## config.mk

```make
export PLATFORM = sky130hd
export DESIGN_NAME = color_space_to_rgb_unit_flat
export DESIGN_NICKNAME = d
export VERILOG_FILES = /design/src/rtl/core/csrgb_pkg.sv /design/src/rtl/core/csrgb_in_if.sv /design/src/rtl/core/csrgb_out_if.sv /design/src/rtl/core/color_space_to_rgb_unit.sv /design/src/rtl/core/csrgb_const_div.sv /design/src/flat_wrapper.sv
export SDC_FILE = /design/constraint.sdc
export NUM_CORES = 2
export LEC_CHECK = 0
export BUFFER_PORTS_ARGS = -buffer_cell sky130_fd_sc_hd__buf_2
export CELL_PAD_IN_SITES_DETAIL_PLACEMENT = 1
export CELL_PAD_IN_SITES_GLOBAL_PLACEMENT = 1
export CORE_MARGIN = 3
export CORE_UTILIZATION = 50
export CTS_CLUSTER_SIZE = 14
export DETAILED_ROUTE_END_ITERATION = 7
export GPL_ROUTABILITY_DRIVEN = 0
export PLACE_DENSITY_LB_ADDON = 0.3
export REMOVE_ABC_BUFFERS = 1
export SLEW_MARGIN = 0
export SYNTH_ARGS = -nofsm -noshare
export SYNTH_HDL_FRONTEND = slang
export SYNTH_SLANG_ARGS = --single-unit
```

## constraint.sdc

```tcl
create_clock -name clk -period 16.65 [get_ports clk]
set_input_delay 0 -clock clk [delete_from_list [all_inputs] [get_ports clk]]
set_output_delay 0 -clock clk [all_outputs]
set_load 0.02 [all_outputs]
```

## src/rtl/core/csrgb_pkg.sv

```systemverilog
// Shared constants and types of the color space to RGB converter.
// Holds the mode codes, the fixed-point coefficients and the divider settings.
// Depends on nothing; every other file of the block takes names from here.
`timescale 1ns / 1ps

package csrgb_pkg;

    // Mode register codes. The unused code behaves like pass-through.
    localparam logic [1:0] MODE_RGB = 2'd0;
    localparam logic [1:0] MODE_YCC = 2'd1;
    localparam logic [1:0] MODE_HSV = 2'd2;

    localparam int CHAN_W = 8;
    localparam int MODE_W = 2;

    // YCbCr sums are signed Q16 values; 26 bits hold the widest case.
    localparam int SUM_W = 26;
    localparam logic signed [SUM_W-1:0] K_CR_R = 26'sd91881;
    localparam logic signed [SUM_W-1:0] K_CB_G = 26'sd22553;
    localparam logic signed [SUM_W-1:0] K_CR_G = 26'sd46802;
    localparam logic signed [SUM_W-1:0] K_CB_B = 26'sd116130;

    // HSV constants.
    localparam int HUE_SPAN   = 255;
    localparam int SECTORS    = 6;
    localparam int SECTOR_W   = 3;
    localparam int FULL_SCALE = 65025;
    localparam int FACTOR_W   = 16;

    // Rounded division by 255 uses (2n + 255) / 510, by 65025 uses
    // (2n + 65025) / 130050. The shifts keep every numerator below 2^SHIFT.
    localparam int P_NUM_W = 17;
    localparam int P_DEN   = 510;
    localparam int P_SHIFT = 24;
    localparam int Q_NUM_W = 25;
    localparam int Q_DEN   = 130050;
    localparam int Q_SHIFT = 32;

    // Load enables of the two register stages inside a constant divider.
    typedef struct packed {
        logic en_est;
        logic en_fix;
    } csrgb_div_ctl_t;

endpackage

```

## src/rtl/core/csrgb_in_if.sv

```systemverilog
// Input pixel channel: valid/ready handshake and three 8-bit channels.
// Depends on csrgb_pkg for the channel width.
`timescale 1ns / 1ps

interface csrgb_in_if;
    logic                            valid;
    logic                            ready;
    logic [csrgb_pkg::CHAN_W-1:0]    chan_a;
    logic [csrgb_pkg::CHAN_W-1:0]    chan_b;
    logic [csrgb_pkg::CHAN_W-1:0]    chan_c;

    modport source (output valid, output chan_a, output chan_b, output chan_c, input ready);
    modport sink   (input valid, input chan_a, input chan_b, input chan_c, output ready);
endinterface

```

## src/rtl/core/csrgb_out_if.sv

```systemverilog
// Output pixel channel: valid/ready handshake and 8-bit red, green, blue.
// Depends on csrgb_pkg for the channel width.
`timescale 1ns / 1ps

interface csrgb_out_if;
    logic                            valid;
    logic                            ready;
    logic [csrgb_pkg::CHAN_W-1:0]    red;
    logic [csrgb_pkg::CHAN_W-1:0]    green;
    logic [csrgb_pkg::CHAN_W-1:0]    blue;

    modport source (output valid, output red, output green, output blue, input ready);
    modport sink   (input valid, input red, input green, input blue, output ready);
endinterface

```

## src/rtl/core/color_space_to_rgb_unit.sv

```systemverilog
// Top level of the color space to RGB converter: pass-through, YCbCr or HSV.
// Depends on csrgb_pkg, csrgb_in_if, csrgb_out_if and csrgb_const_div.
//
//   channel   direction  payload                 handshake
//   pix_in    in         chan_a, chan_b, chan_c  valid / ready
//   pix_out   out        red, green, blue        valid / ready
//   mode      in         mode_wdata (2 bits)     mode_we, no wait
//
// One pixel per clock while the output is not stalled; each pixel passes through
// the seven register stages (the two reciprocal divider stages among them).
// Every stage holds its own valid bit and loads when it is empty or the next
// stage moves on, so a stalled output fills the bubbles before ready drops.
// Reset clears the valid bits and sets the mode to pass-through.
`timescale 1ns / 1ps

module color_space_to_rgb_unit (
    input  logic                          clk,
    input  logic                          rst_n,
    input  logic                          mode_we,
    input  logic [csrgb_pkg::MODE_W-1:0]  mode_wdata,
    csrgb_in_if.sink                      pix_in,
    csrgb_out_if.source                   pix_out
);

    localparam int CHAN_W   = csrgb_pkg::CHAN_W;
    localparam int SUM_W    = csrgb_pkg::SUM_W;
    localparam int SECTOR_W = csrgb_pkg::SECTOR_W;
    localparam int FACTOR_W = csrgb_pkg::FACTOR_W;
    localparam int P_NUM_W  = csrgb_pkg::P_NUM_W;
    localparam int Q_NUM_W  = csrgb_pkg::Q_NUM_W;
    localparam int HUE6_W   = CHAN_W + 3;
    localparam int PIX_W    = 3 * CHAN_W;

    logic [csrgb_pkg::MODE_W-1:0] mode_reg;

    // Stage enables and valid bits.
    logic en1, en2, en3, en4, en5, en6, en7;
    logic s1_valid_reg, s2_valid_reg, s3_valid_reg, s4_valid_reg;
    logic s5_valid_reg, s6_valid_reg, s7_valid_reg;

    // Stage 1: captured pixel.
    logic [CHAN_W-1:0]            s1_a_reg, s1_b_reg, s1_c_reg;
    logic [csrgb_pkg::MODE_W-1:0] s1_mode_reg;

    // Stage 2: YCbCr sums, HSV sector and remainder.
    logic signed [SUM_W-1:0]      base, db_ext, dr_ext;
    logic signed [CHAN_W:0]       db, dr;
    logic [HUE6_W-1:0]            hue6;
    logic [HUE6_W-1:0]            rem_wide;
    logic signed [SUM_W-1:0]      s2_sum_r_next, s2_sum_g_next, s2_sum_b_next;
    logic signed [SUM_W-1:0]      s2_sum_r_reg, s2_sum_g_reg, s2_sum_b_reg;
    logic [SECTOR_W-1:0]          s2_sector_next, s2_sector_reg;
    logic [CHAN_W-1:0]            s2_rem_next, s2_rem_reg;
    logic [PIX_W-1:0]             s2_pix_reg;
    logic [csrgb_pkg::MODE_W-1:0] s2_mode_reg;

    // Stage 3: clamped direct result and HSV factors.
    logic [CHAN_W-1:0]            clamp_r, clamp_g, clamp_b;
    logic [CHAN_W-1:0]            s2_s, s2_v;
    logic [PIX_W-1:0]             s3_direct_next, s3_direct_reg;
    logic [CHAN_W-1:0]            s3_fp_next, s3_fp_reg;
    logic [FACTOR_W-1:0]          s3_fq_next, s3_fq_reg;
    logic [FACTOR_W-1:0]          s3_ft_next, s3_ft_reg;
    logic [CHAN_W-1:0]            s3_v_reg;
    logic [SECTOR_W-1:0]          s3_sector_reg;
    logic                         s3_hsv_reg;

    // Stage 4: rounding numerators.
    logic [FACTOR_W-1:0]          prod_p;
    logic [Q_NUM_W-2:0]           prod_q, prod_t;
    logic [P_NUM_W-1:0]           s4_np_next, s4_np_reg;
    logic [Q_NUM_W-1:0]           s4_nq_next, s4_nq_reg;
    logic [Q_NUM_W-1:0]           s4_nt_next, s4_nt_reg;
    logic [PIX_W-1:0]             s4_direct_reg;
    logic [CHAN_W-1:0]            s4_v_reg;
    logic [SECTOR_W-1:0]          s4_sector_reg;
    logic                         s4_hsv_reg;

    // Stages 5 and 6: side data next to the dividers.
    logic [PIX_W-1:0]             s5_direct_reg, s6_direct_reg;
    logic [CHAN_W-1:0]            s5_v_reg, s6_v_reg;
    logic [SECTOR_W-1:0]          s5_sector_reg, s6_sector_reg;
    logic                         s5_hsv_reg, s6_hsv_reg;
    logic [CHAN_W-1:0]            p_val, q_val, t_val;
    csrgb_pkg::csrgb_div_ctl_t    div_ctl;

    // Stage 7: output register.
    logic [CHAN_W-1:0]            s7_red_next, s7_green_next, s7_blue_next;
    logic [CHAN_W-1:0]            s7_red_reg, s7_green_reg, s7_blue_reg;

    always_comb
    begin
        en7 = !s7_valid_reg || pix_out.ready;
        en6 = !s6_valid_reg || en7;
        en5 = !s5_valid_reg || en6;
        en4 = !s4_valid_reg || en5;
        en3 = !s3_valid_reg || en4;
        en2 = !s2_valid_reg || en3;
        en1 = !s1_valid_reg || en2;
    end

    assign pix_in.ready   = en1;
    assign div_ctl.en_est = en5;
    assign div_ctl.en_fix = en6;

    always_ff @(posedge clk or negedge rst_n)
    begin
        if (!rst_n)
        begin
            mode_reg     <= csrgb_pkg::MODE_RGB;
            s1_valid_reg <= 1'b0;
            s2_valid_reg <= 1'b0;
            s3_valid_reg <= 1'b0;
            s4_valid_reg <= 1'b0;
            s5_valid_reg <= 1'b0;
            s6_valid_reg <= 1'b0;
            s7_valid_reg <= 1'b0;
        end
        else
        begin
            if (mode_we)
            begin
                mode_reg <= mode_wdata;
            end
            if (en1) s1_valid_reg <= pix_in.valid;
            if (en2) s2_valid_reg <= s1_valid_reg;
            if (en3) s3_valid_reg <= s2_valid_reg;
            if (en4) s4_valid_reg <= s3_valid_reg;
            if (en5) s5_valid_reg <= s4_valid_reg;
            if (en6) s6_valid_reg <= s5_valid_reg;
            if (en7) s7_valid_reg <= s6_valid_reg;
        end
    end

    // Stage 2 logic: Q16 sums with the rounding half already added, and the
    // hue sector found by comparing 6h against each multiple of 255.
    always_comb
    begin
        base   = $signed({2'b00, s1_a_reg, 16'h8000});
        db     = $signed({1'b0, s1_b_reg}) - 9'sd128;
        dr     = $signed({1'b0, s1_c_reg}) - 9'sd128;
        db_ext = SUM_W'(db);
        dr_ext = SUM_W'(dr);
        s2_sum_r_next = base + csrgb_pkg::K_CR_R * dr_ext;
        s2_sum_g_next = base - csrgb_pkg::K_CB_G * db_ext - csrgb_pkg::K_CR_G * dr_ext;
        s2_sum_b_next = base + csrgb_pkg::K_CB_B * db_ext;

        hue6 = HUE6_W'({s1_a_reg, 2'b00}) + HUE6_W'({s1_a_reg, 1'b0});
        s2_sector_next = '0;
        for (int k = 1; k <= csrgb_pkg::SECTORS; k++)
        begin
            s2_sector_next = s2_sector_next
                           + SECTOR_W'(hue6 >= HUE6_W'(csrgb_pkg::HUE_SPAN * k));
        end
        rem_wide    = hue6 - HUE6_W'(s2_sector_next) * HUE6_W'(csrgb_pkg::HUE_SPAN);
        s2_rem_next = rem_wide[CHAN_W-1:0];
    end

    // Stage 3 logic: clamp the sums, form the three HSV factors.
    // A zero saturation gives full factors, so p, q and t all come out as v.
    always_comb
    begin
        clamp_r = s2_sum_r_reg[SUM_W-1] ? '0 :
                  s2_sum_r_reg[SUM_W-2] ? '1 : s2_sum_r_reg[23:16];
        clamp_g = s2_sum_g_reg[SUM_W-1] ? '0 :
                  s2_sum_g_reg[SUM_W-2] ? '1 : s2_sum_g_reg[23:16];
        clamp_b = s2_sum_b_reg[SUM_W-1] ? '0 :
                  s2_sum_b_reg[SUM_W-2] ? '1 : s2_sum_b_reg[23:16];
        if (s2_mode_reg == csrgb_pkg::MODE_YCC)
        begin
            s3_direct_next = {clamp_r, clamp_g, clamp_b};
        end
        else
        begin
            s3_direct_next = s2_pix_reg;
        end

        s2_s       = s2_pix_reg[CHAN_W +: CHAN_W];
        s2_v       = s2_pix_reg[0 +: CHAN_W];
        s3_fp_next = CHAN_W'(csrgb_pkg::HUE_SPAN) - s2_s;
        s3_fq_next = FACTOR_W'(csrgb_pkg::FULL_SCALE)
                   - FACTOR_W'(s2_rem_reg) * FACTOR_W'(s2_s);
        s3_ft_next = FACTOR_W'(csrgb_pkg::FULL_SCALE)
                   - FACTOR_W'(CHAN_W'(csrgb_pkg::HUE_SPAN) - s2_rem_reg)
                     * FACTOR_W'(s2_s);
    end

    // Stage 4 logic: numerators 2*v*f + den/2 for round half up.
    always_comb
    begin
        prod_p     = FACTOR_W'(s3_v_reg) * FACTOR_W'(s3_fp_reg);
        prod_q     = (Q_NUM_W-1)'(s3_v_reg) * (Q_NUM_W-1)'(s3_fq_reg);
        prod_t     = (Q_NUM_W-1)'(s3_v_reg) * (Q_NUM_W-1)'(s3_ft_reg);
        s4_np_next = {prod_p, 1'b0} + P_NUM_W'(csrgb_pkg::HUE_SPAN);
        s4_nq_next = {prod_q, 1'b0} + Q_NUM_W'(csrgb_pkg::FULL_SCALE);
        s4_nt_next = {prod_t, 1'b0} + Q_NUM_W'(csrgb_pkg::FULL_SCALE);
    end

    csrgb_const_div #(
        .NUM_W (P_NUM_W),
        .Q_W   (CHAN_W),
        .DEN   (csrgb_pkg::P_DEN),
        .SHIFT (csrgb_pkg::P_SHIFT)
    ) u_div_p (
        .clk  (clk),
        .ctl  (div_ctl),
        .num  (s4_np_reg),
        .quot (p_val)
    );

    csrgb_const_div #(
        .NUM_W (Q_NUM_W),
        .Q_W   (CHAN_W),
        .DEN   (csrgb_pkg::Q_DEN),
        .SHIFT (csrgb_pkg::Q_SHIFT)
    ) u_div_q (
        .clk  (clk),
        .ctl  (div_ctl),
        .num  (s4_nq_reg),
        .quot (q_val)
    );

    csrgb_const_div #(
        .NUM_W (Q_NUM_W),
        .Q_W   (CHAN_W),
        .DEN   (csrgb_pkg::Q_DEN),
        .SHIFT (csrgb_pkg::Q_SHIFT)
    ) u_div_t (
        .clk  (clk),
        .ctl  (div_ctl),
        .num  (s4_nt_reg),
        .quot (t_val)
    );

    // Stage 7 logic: arrange v, p, q, t by sector. Hue 255 lands in sector
    // six and takes the last sector's arrangement through the default arm.
    always_comb
    begin
        if (!s6_hsv_reg)
        begin
            {s7_red_next, s7_green_next, s7_blue_next} = s6_direct_reg;
        end
        else
        begin
            case (s6_sector_reg)
                3'd0:    {s7_red_next, s7_green_next, s7_blue_next} = {s6_v_reg, t_val, p_val};
                3'd1:    {s7_red_next, s7_green_next, s7_blue_next} = {q_val, s6_v_reg, p_val};
                3'd2:    {s7_red_next, s7_green_next, s7_blue_next} = {p_val, s6_v_reg, t_val};
                3'd3:    {s7_red_next, s7_green_next, s7_blue_next} = {p_val, q_val, s6_v_reg};
                3'd4:    {s7_red_next, s7_green_next, s7_blue_next} = {t_val, p_val, s6_v_reg};
                default: {s7_red_next, s7_green_next, s7_blue_next} = {s6_v_reg, p_val, q_val};
            endcase
        end
    end

    always_ff @(posedge clk)
    begin
        if (en1)
        begin
            s1_a_reg    <= pix_in.chan_a;
            s1_b_reg    <= pix_in.chan_b;
            s1_c_reg    <= pix_in.chan_c;
            s1_mode_reg <= mode_reg;
        end
        if (en2)
        begin
            s2_sum_r_reg  <= s2_sum_r_next;
            s2_sum_g_reg  <= s2_sum_g_next;
            s2_sum_b_reg  <= s2_sum_b_next;
            s2_sector_reg <= s2_sector_next;
            s2_rem_reg    <= s2_rem_next;
            s2_pix_reg    <= {s1_a_reg, s1_b_reg, s1_c_reg};
            s2_mode_reg   <= s1_mode_reg;
        end
        if (en3)
        begin
            s3_direct_reg <= s3_direct_next;
            s3_fp_reg     <= s3_fp_next;
            s3_fq_reg     <= s3_fq_next;
            s3_ft_reg     <= s3_ft_next;
            s3_v_reg      <= s2_v;
            s3_sector_reg <= s2_sector_reg;
            s3_hsv_reg    <= (s2_mode_reg == csrgb_pkg::MODE_HSV);
        end
        if (en4)
        begin
            s4_np_reg     <= s4_np_next;
            s4_nq_reg     <= s4_nq_next;
            s4_nt_reg     <= s4_nt_next;
            s4_direct_reg <= s3_direct_reg;
            s4_v_reg      <= s3_v_reg;
            s4_sector_reg <= s3_sector_reg;
            s4_hsv_reg    <= s3_hsv_reg;
        end
        if (en5)
        begin
            s5_direct_reg <= s4_direct_reg;
            s5_v_reg      <= s4_v_reg;
            s5_sector_reg <= s4_sector_reg;
            s5_hsv_reg    <= s4_hsv_reg;
        end
        if (en6)
        begin
            s6_direct_reg <= s5_direct_reg;
            s6_v_reg      <= s5_v_reg;
            s6_sector_reg <= s5_sector_reg;
            s6_hsv_reg    <= s5_hsv_reg;
        end
        if (en7)
        begin
            s7_red_reg   <= s7_red_next;
            s7_green_reg <= s7_green_next;
            s7_blue_reg  <= s7_blue_next;
        end
    end

    assign pix_out.valid = s7_valid_reg;
    assign pix_out.red   = s7_red_reg;
    assign pix_out.green = s7_green_reg;
    assign pix_out.blue  = s7_blue_reg;

endmodule

```

## src/rtl/core/csrgb_const_div.sv

```systemverilog
// Two-stage divider of an unsigned numerator by a constant.
// A reciprocal multiply gives an estimate, one compare and add corrects it.
// Depends on csrgb_pkg for the stage control struct and the default settings.
`timescale 1ns / 1ps

module csrgb_const_div #(
    parameter int NUM_W = csrgb_pkg::Q_NUM_W,
    parameter int Q_W   = csrgb_pkg::CHAN_W,
    parameter int DEN   = csrgb_pkg::Q_DEN,
    parameter int SHIFT = csrgb_pkg::Q_SHIFT
) (
    input  logic                       clk,
    input  csrgb_pkg::csrgb_div_ctl_t  ctl,
    input  logic [NUM_W-1:0]           num,
    output logic [Q_W-1:0]             quot
);

    localparam longint unsigned RECIP = (64'd1 << SHIFT) / DEN;
    localparam int RECIP_W = $clog2(RECIP + 1);
    localparam int PROD_W  = NUM_W + RECIP_W;

    logic [PROD_W-1:0] prod;
    logic [NUM_W-1:0]  back;
    logic [NUM_W-1:0]  rem;
    logic              fix;

    logic [Q_W-1:0]    est_reg;
    logic [Q_W-1:0]    est_next;
    logic [NUM_W-1:0]  num_reg;
    logic [Q_W-1:0]    quot_reg;
    logic [Q_W-1:0]    quot_next;

    // The estimate is never above the true quotient and at most one below,
    // because every numerator stays under 2^SHIFT.
    always_comb
    begin
        prod     = PROD_W'(num) * PROD_W'(RECIP_W'(RECIP));
        est_next = prod[SHIFT +: Q_W];
    end

    always_comb
    begin
        back      = NUM_W'(est_reg) * NUM_W'(DEN);
        rem       = num_reg - back;
        fix       = (rem >= NUM_W'(DEN));
        quot_next = est_reg + Q_W'(fix);
    end

    always_ff @(posedge clk)
    begin
        if (ctl.en_est)
        begin
            est_reg <= est_next;
            num_reg <= num;
        end
        if (ctl.en_fix)
        begin
            quot_reg <= quot_next;
        end
    end

    assign quot = quot_reg;

endmodule

```

## src/flat_wrapper.sv

```systemverilog
// flat-port wrapper written by rule: the top's interface ports become plain ports
module color_space_to_rgb_unit_flat 
  (clk, rst_n, mode_we, mode_wdata, pix_in_valid, pix_in_chan_a, pix_in_chan_b, pix_in_chan_c, pix_in_ready, pix_out_valid, pix_out_red, pix_out_green, pix_out_blue, pix_out_ready);
  csrgb_in_if pix_in_i ();
  csrgb_out_if pix_out_i ();
  input  logic clk;
  input  logic rst_n;
  input  logic mode_we;
  input  logic [csrgb_pkg::MODE_W-1:0] mode_wdata;
  input wire logic [$bits(pix_in_i.valid)-1:0] pix_in_valid;
  input wire logic [$bits(pix_in_i.chan_a)-1:0] pix_in_chan_a;
  input wire logic [$bits(pix_in_i.chan_b)-1:0] pix_in_chan_b;
  input wire logic [$bits(pix_in_i.chan_c)-1:0] pix_in_chan_c;
  output wire logic [$bits(pix_in_i.ready)-1:0] pix_in_ready;
  output wire logic [$bits(pix_out_i.valid)-1:0] pix_out_valid;
  output wire logic [$bits(pix_out_i.red)-1:0] pix_out_red;
  output wire logic [$bits(pix_out_i.green)-1:0] pix_out_green;
  output wire logic [$bits(pix_out_i.blue)-1:0] pix_out_blue;
  input wire logic [$bits(pix_out_i.ready)-1:0] pix_out_ready;
  assign pix_in_i.valid = pix_in_valid;
  assign pix_in_i.chan_a = pix_in_chan_a;
  assign pix_in_i.chan_b = pix_in_chan_b;
  assign pix_in_i.chan_c = pix_in_chan_c;
  assign pix_in_ready = pix_in_i.ready;
  assign pix_out_valid = pix_out_i.valid;
  assign pix_out_red = pix_out_i.red;
  assign pix_out_green = pix_out_i.green;
  assign pix_out_blue = pix_out_i.blue;
  assign pix_out_i.ready = pix_out_ready;
  color_space_to_rgb_unit u_core (.clk(clk), .rst_n(rst_n), .mode_we(mode_we), .mode_wdata(mode_wdata), .pix_in(pix_in_i), .pix_out(pix_out_i));
endmodule
```

==> flow_summary.json <==
{
  "outcome": "completed",
  "worst_pin_slew_ns": 1.12,
  "timing.final.crit_share_pct": 48.1,
  "min_period_ns": 8.01,
  "setup-tns-final_ns": 0,
  "num_vias": 37302,
  "end_kind": "flop",
  "grt_pass1_vias": 41394,
  "ant_nets": 0,
  "finalHoldViolations": 0,
  "synthTopCellsByArea": "edfxtp_1, ha_1, fa_1, inv_1, xnor2_1",
  "drt-initial-drc-count": 1771,
  "fillers": 11600,
  "cts_setup_buffers": 0,
  "start_kind": "flop",
  "io_pins": 57,
  "fp.coreArea_mm2": 0.106,
  "max_freq_mhz": 125,
  "post_drt_wl_per_cell_um": 20.2,
  "cp.required_ns": 17.06,
  "antenna_found_initial": 1,
  "grt_pass1_wl_um": 222000,
  "synth_area_per_cell_um2": 10.3,
  "drc_errors": 0,
  "arrival_ns": 8.42,
  "ys_seq_elements": 485,
  "hold_ws_ns": 0.0444,
  "critPathKind": "flop to flop",
  "fin_util_pct": 54.4,
  "hold_class": "primary input to flop",
  "dp_slack_ns": 8.70,
  "htreeDepth": 2,
  "final.setup.worst_slack_ns": 8.64,
  "regArea_mm2": 0.0145,
  "dieArea_mm2": 0.111,
  "cts_tree": "built",
  "finalSetupViolations": 0,
  "grt.total_usage_pct": 24.9,
  "crit_path_max_fanout": 13,
  "ys_async_sr_fraction_pct": 1.86,
  "clkTransAtPathRegs_ns": 0.06,
  "insertedDiodeCount": 0,
  "numCtsBuffers": 55,
  "maxCapViolCount": 0,
  "yosysWarnings": 0,
  "clockBufferDepth": 3,
  "grt_overflow": 0,
  "synth_commonest_cells": "inv_1, ha_1, fa_1, edfxtp_1, nand2_1",
  "final_nets": 6749,
  "synthCells": 5214,
  "cts_root_buf": "clkbuf_16",
  "post-dp-hpwl_um": 108000,
  "yosys_most_used_dff": "edfxtp_1",
  "multiInputGateArea_mm2": 0.0351,
  "finClkSkew_ns": 0.0731,
  "cts.sinks": 485,
  "syn_area_mm2": 0.0536,
  "rows": 119,
  "wl_um": 136000,
  "relSlewSlack_pct": 25.1,
  "initial_core_util_pct": 50.6,
  "viasPerCell": 5.56,
  "clk_latency_ns": 0.69,
  "slew_viol_final": 0,
  "synth_top_area_share_pct": 26.7,
  "rsz0062_at_grt": "no",
  "yosysMostFrequentCell": "inv_1",
  "die_width_um": 333,
  "syn2layout_area_growth_pct": 7.42,
  "drive_gt1_share_pct": 3.65,
  "ys_types": 77,
  "firstDrtPassIters": 5,
  "die_h_um": 333,
  "ys_seq_area_share_pct": 27.1,
  "yosys.area.top_type": "edfxtp_1",
  "grt_max_degree": 78,
  "synth_edf_count": 476,
  "port_buffers": 56
}
==> critical path, stage by stage, from the launching register on <==
cell       delay, ns
edfxtp_1        0.36
buf_4           0.23
inv_1           0.44
ha_1            0.35
fa_1            0.45
fa_1            0.57
inv_1           0.06
fa_1            0.51
inv_1           0.05
ha_1            0.33
a21oi_1         0.25
o21ai_1         0.15
o41ai_1         0.70
o21a_1          0.28
nand2b_1        0.07
a21oi_1         0.17
xnor2_1         0.10
fa_1            0.48
inv_1           0.05
ha_1            0.36
a21o_1          0.20
nand2_1         0.07
nand2_1         0.05
a41o_1          0.26
o41ai_1         0.61
o2111ai_1       0.26
xnor2_1         0.19
xnor2_1         0.13
==> layout by cell type (no fill, tap or decap), types with 55 or more instances in the layout <==
| cell type | count |
|---|---|
| xnor2_1 | 196 |
| nand2_1 | 347 |
| nand2b_1 | 58 |
| fa_1 | 504 |
| a21oi_1 | 237 |
| buf_2 | 56 |
| edfxtp_1 | 476 |
| inv_1 | 958 |
| o21ai_0 | 107 |
| nor2b_1 | 62 |
| nor3_1 | 66 |
| a21o_1 | 68 |
| clkbuf_16 | 55 |
| nor2_1 | 254 |
| xor2_1 | 95 |
| and2_1 | 210 |
| ha_1 | 928 |
==> routing by layer <==
layer  track usage [%]  share of wire, %
met3              2.73               3.2
met1              31.4                43
met2              45.3                51
met4              6.59               2.8
met5                 0            0.0096
==> area by class of cell <==
class / count / share of cell area, %
timing repair buffer: 115 / 1.40
sequential: 485 / 25.2
tap: 1391 / 3.02
inverter: 960 / 6.26
clock buffer: 64 / 2.45
multi-input combinational: 3669 / 61.0
clock inverter: 29 / 0.619
==> path summary, 6_finish.rpt <==
kind / from / endpoint / slack, ns / cells past startpoint
setup / recovery: u_core.s1_c_reg[7] / u_core.s2_sum_g_reg[25] / 8.64 / 27
hold / removal: pix_in_chan_b[6] / u_core.s1_b_reg[6] / 0.04 / 2
setup reg to reg: u_core.s1_c_reg[7] / u_core.s2_sum_g_reg[25] / 8.64 / 27
hold reg to reg: u_core.s5_v_reg[3] / u_core.s6_v_reg[3] / 0.38 / 0
max in group asynchronous: rst_n / u_core.s1_valid_reg / 15.95 / 3
min in group asynchronous: rst_n / u_core.s4_valid_reg / 0.36 / 3
==> per-stage QoR <==
stage / area [µm²] / cells
final: 57600 / 6713
after floorplan: 53200 / 5114
after detailed placement: 55500 / 6587
after CTS: 57600 / 6713
after global routing: 57600 / 6713
after global placement: 55500 / 6587
==> cell families after synthesis <==
| kind of cell | count (synthesis) | share of synthesized area, % |
|---|---|---|
| compound gates | 747 | 9.09 |
| xor+xnor | 291 | 4.75 |
| simple gates | 1182 | 10.8 |
| mux | 17 | 0.322 |
| fa+ha+maj | 1432 | 40.5 |
| flops | 485 | 27.1 |
| buf+inv | 1060 | 7.42 |
==> what timing repair did <==
item / CTS / global route
hold buffers: 33 / 0
resized for setup: 0 / 0
endpoints found under the hold margin: 37 / 0
Power is not shown: default switching activity piles up to over one toggle a cycle in this logic, so the estimate is an artifact.
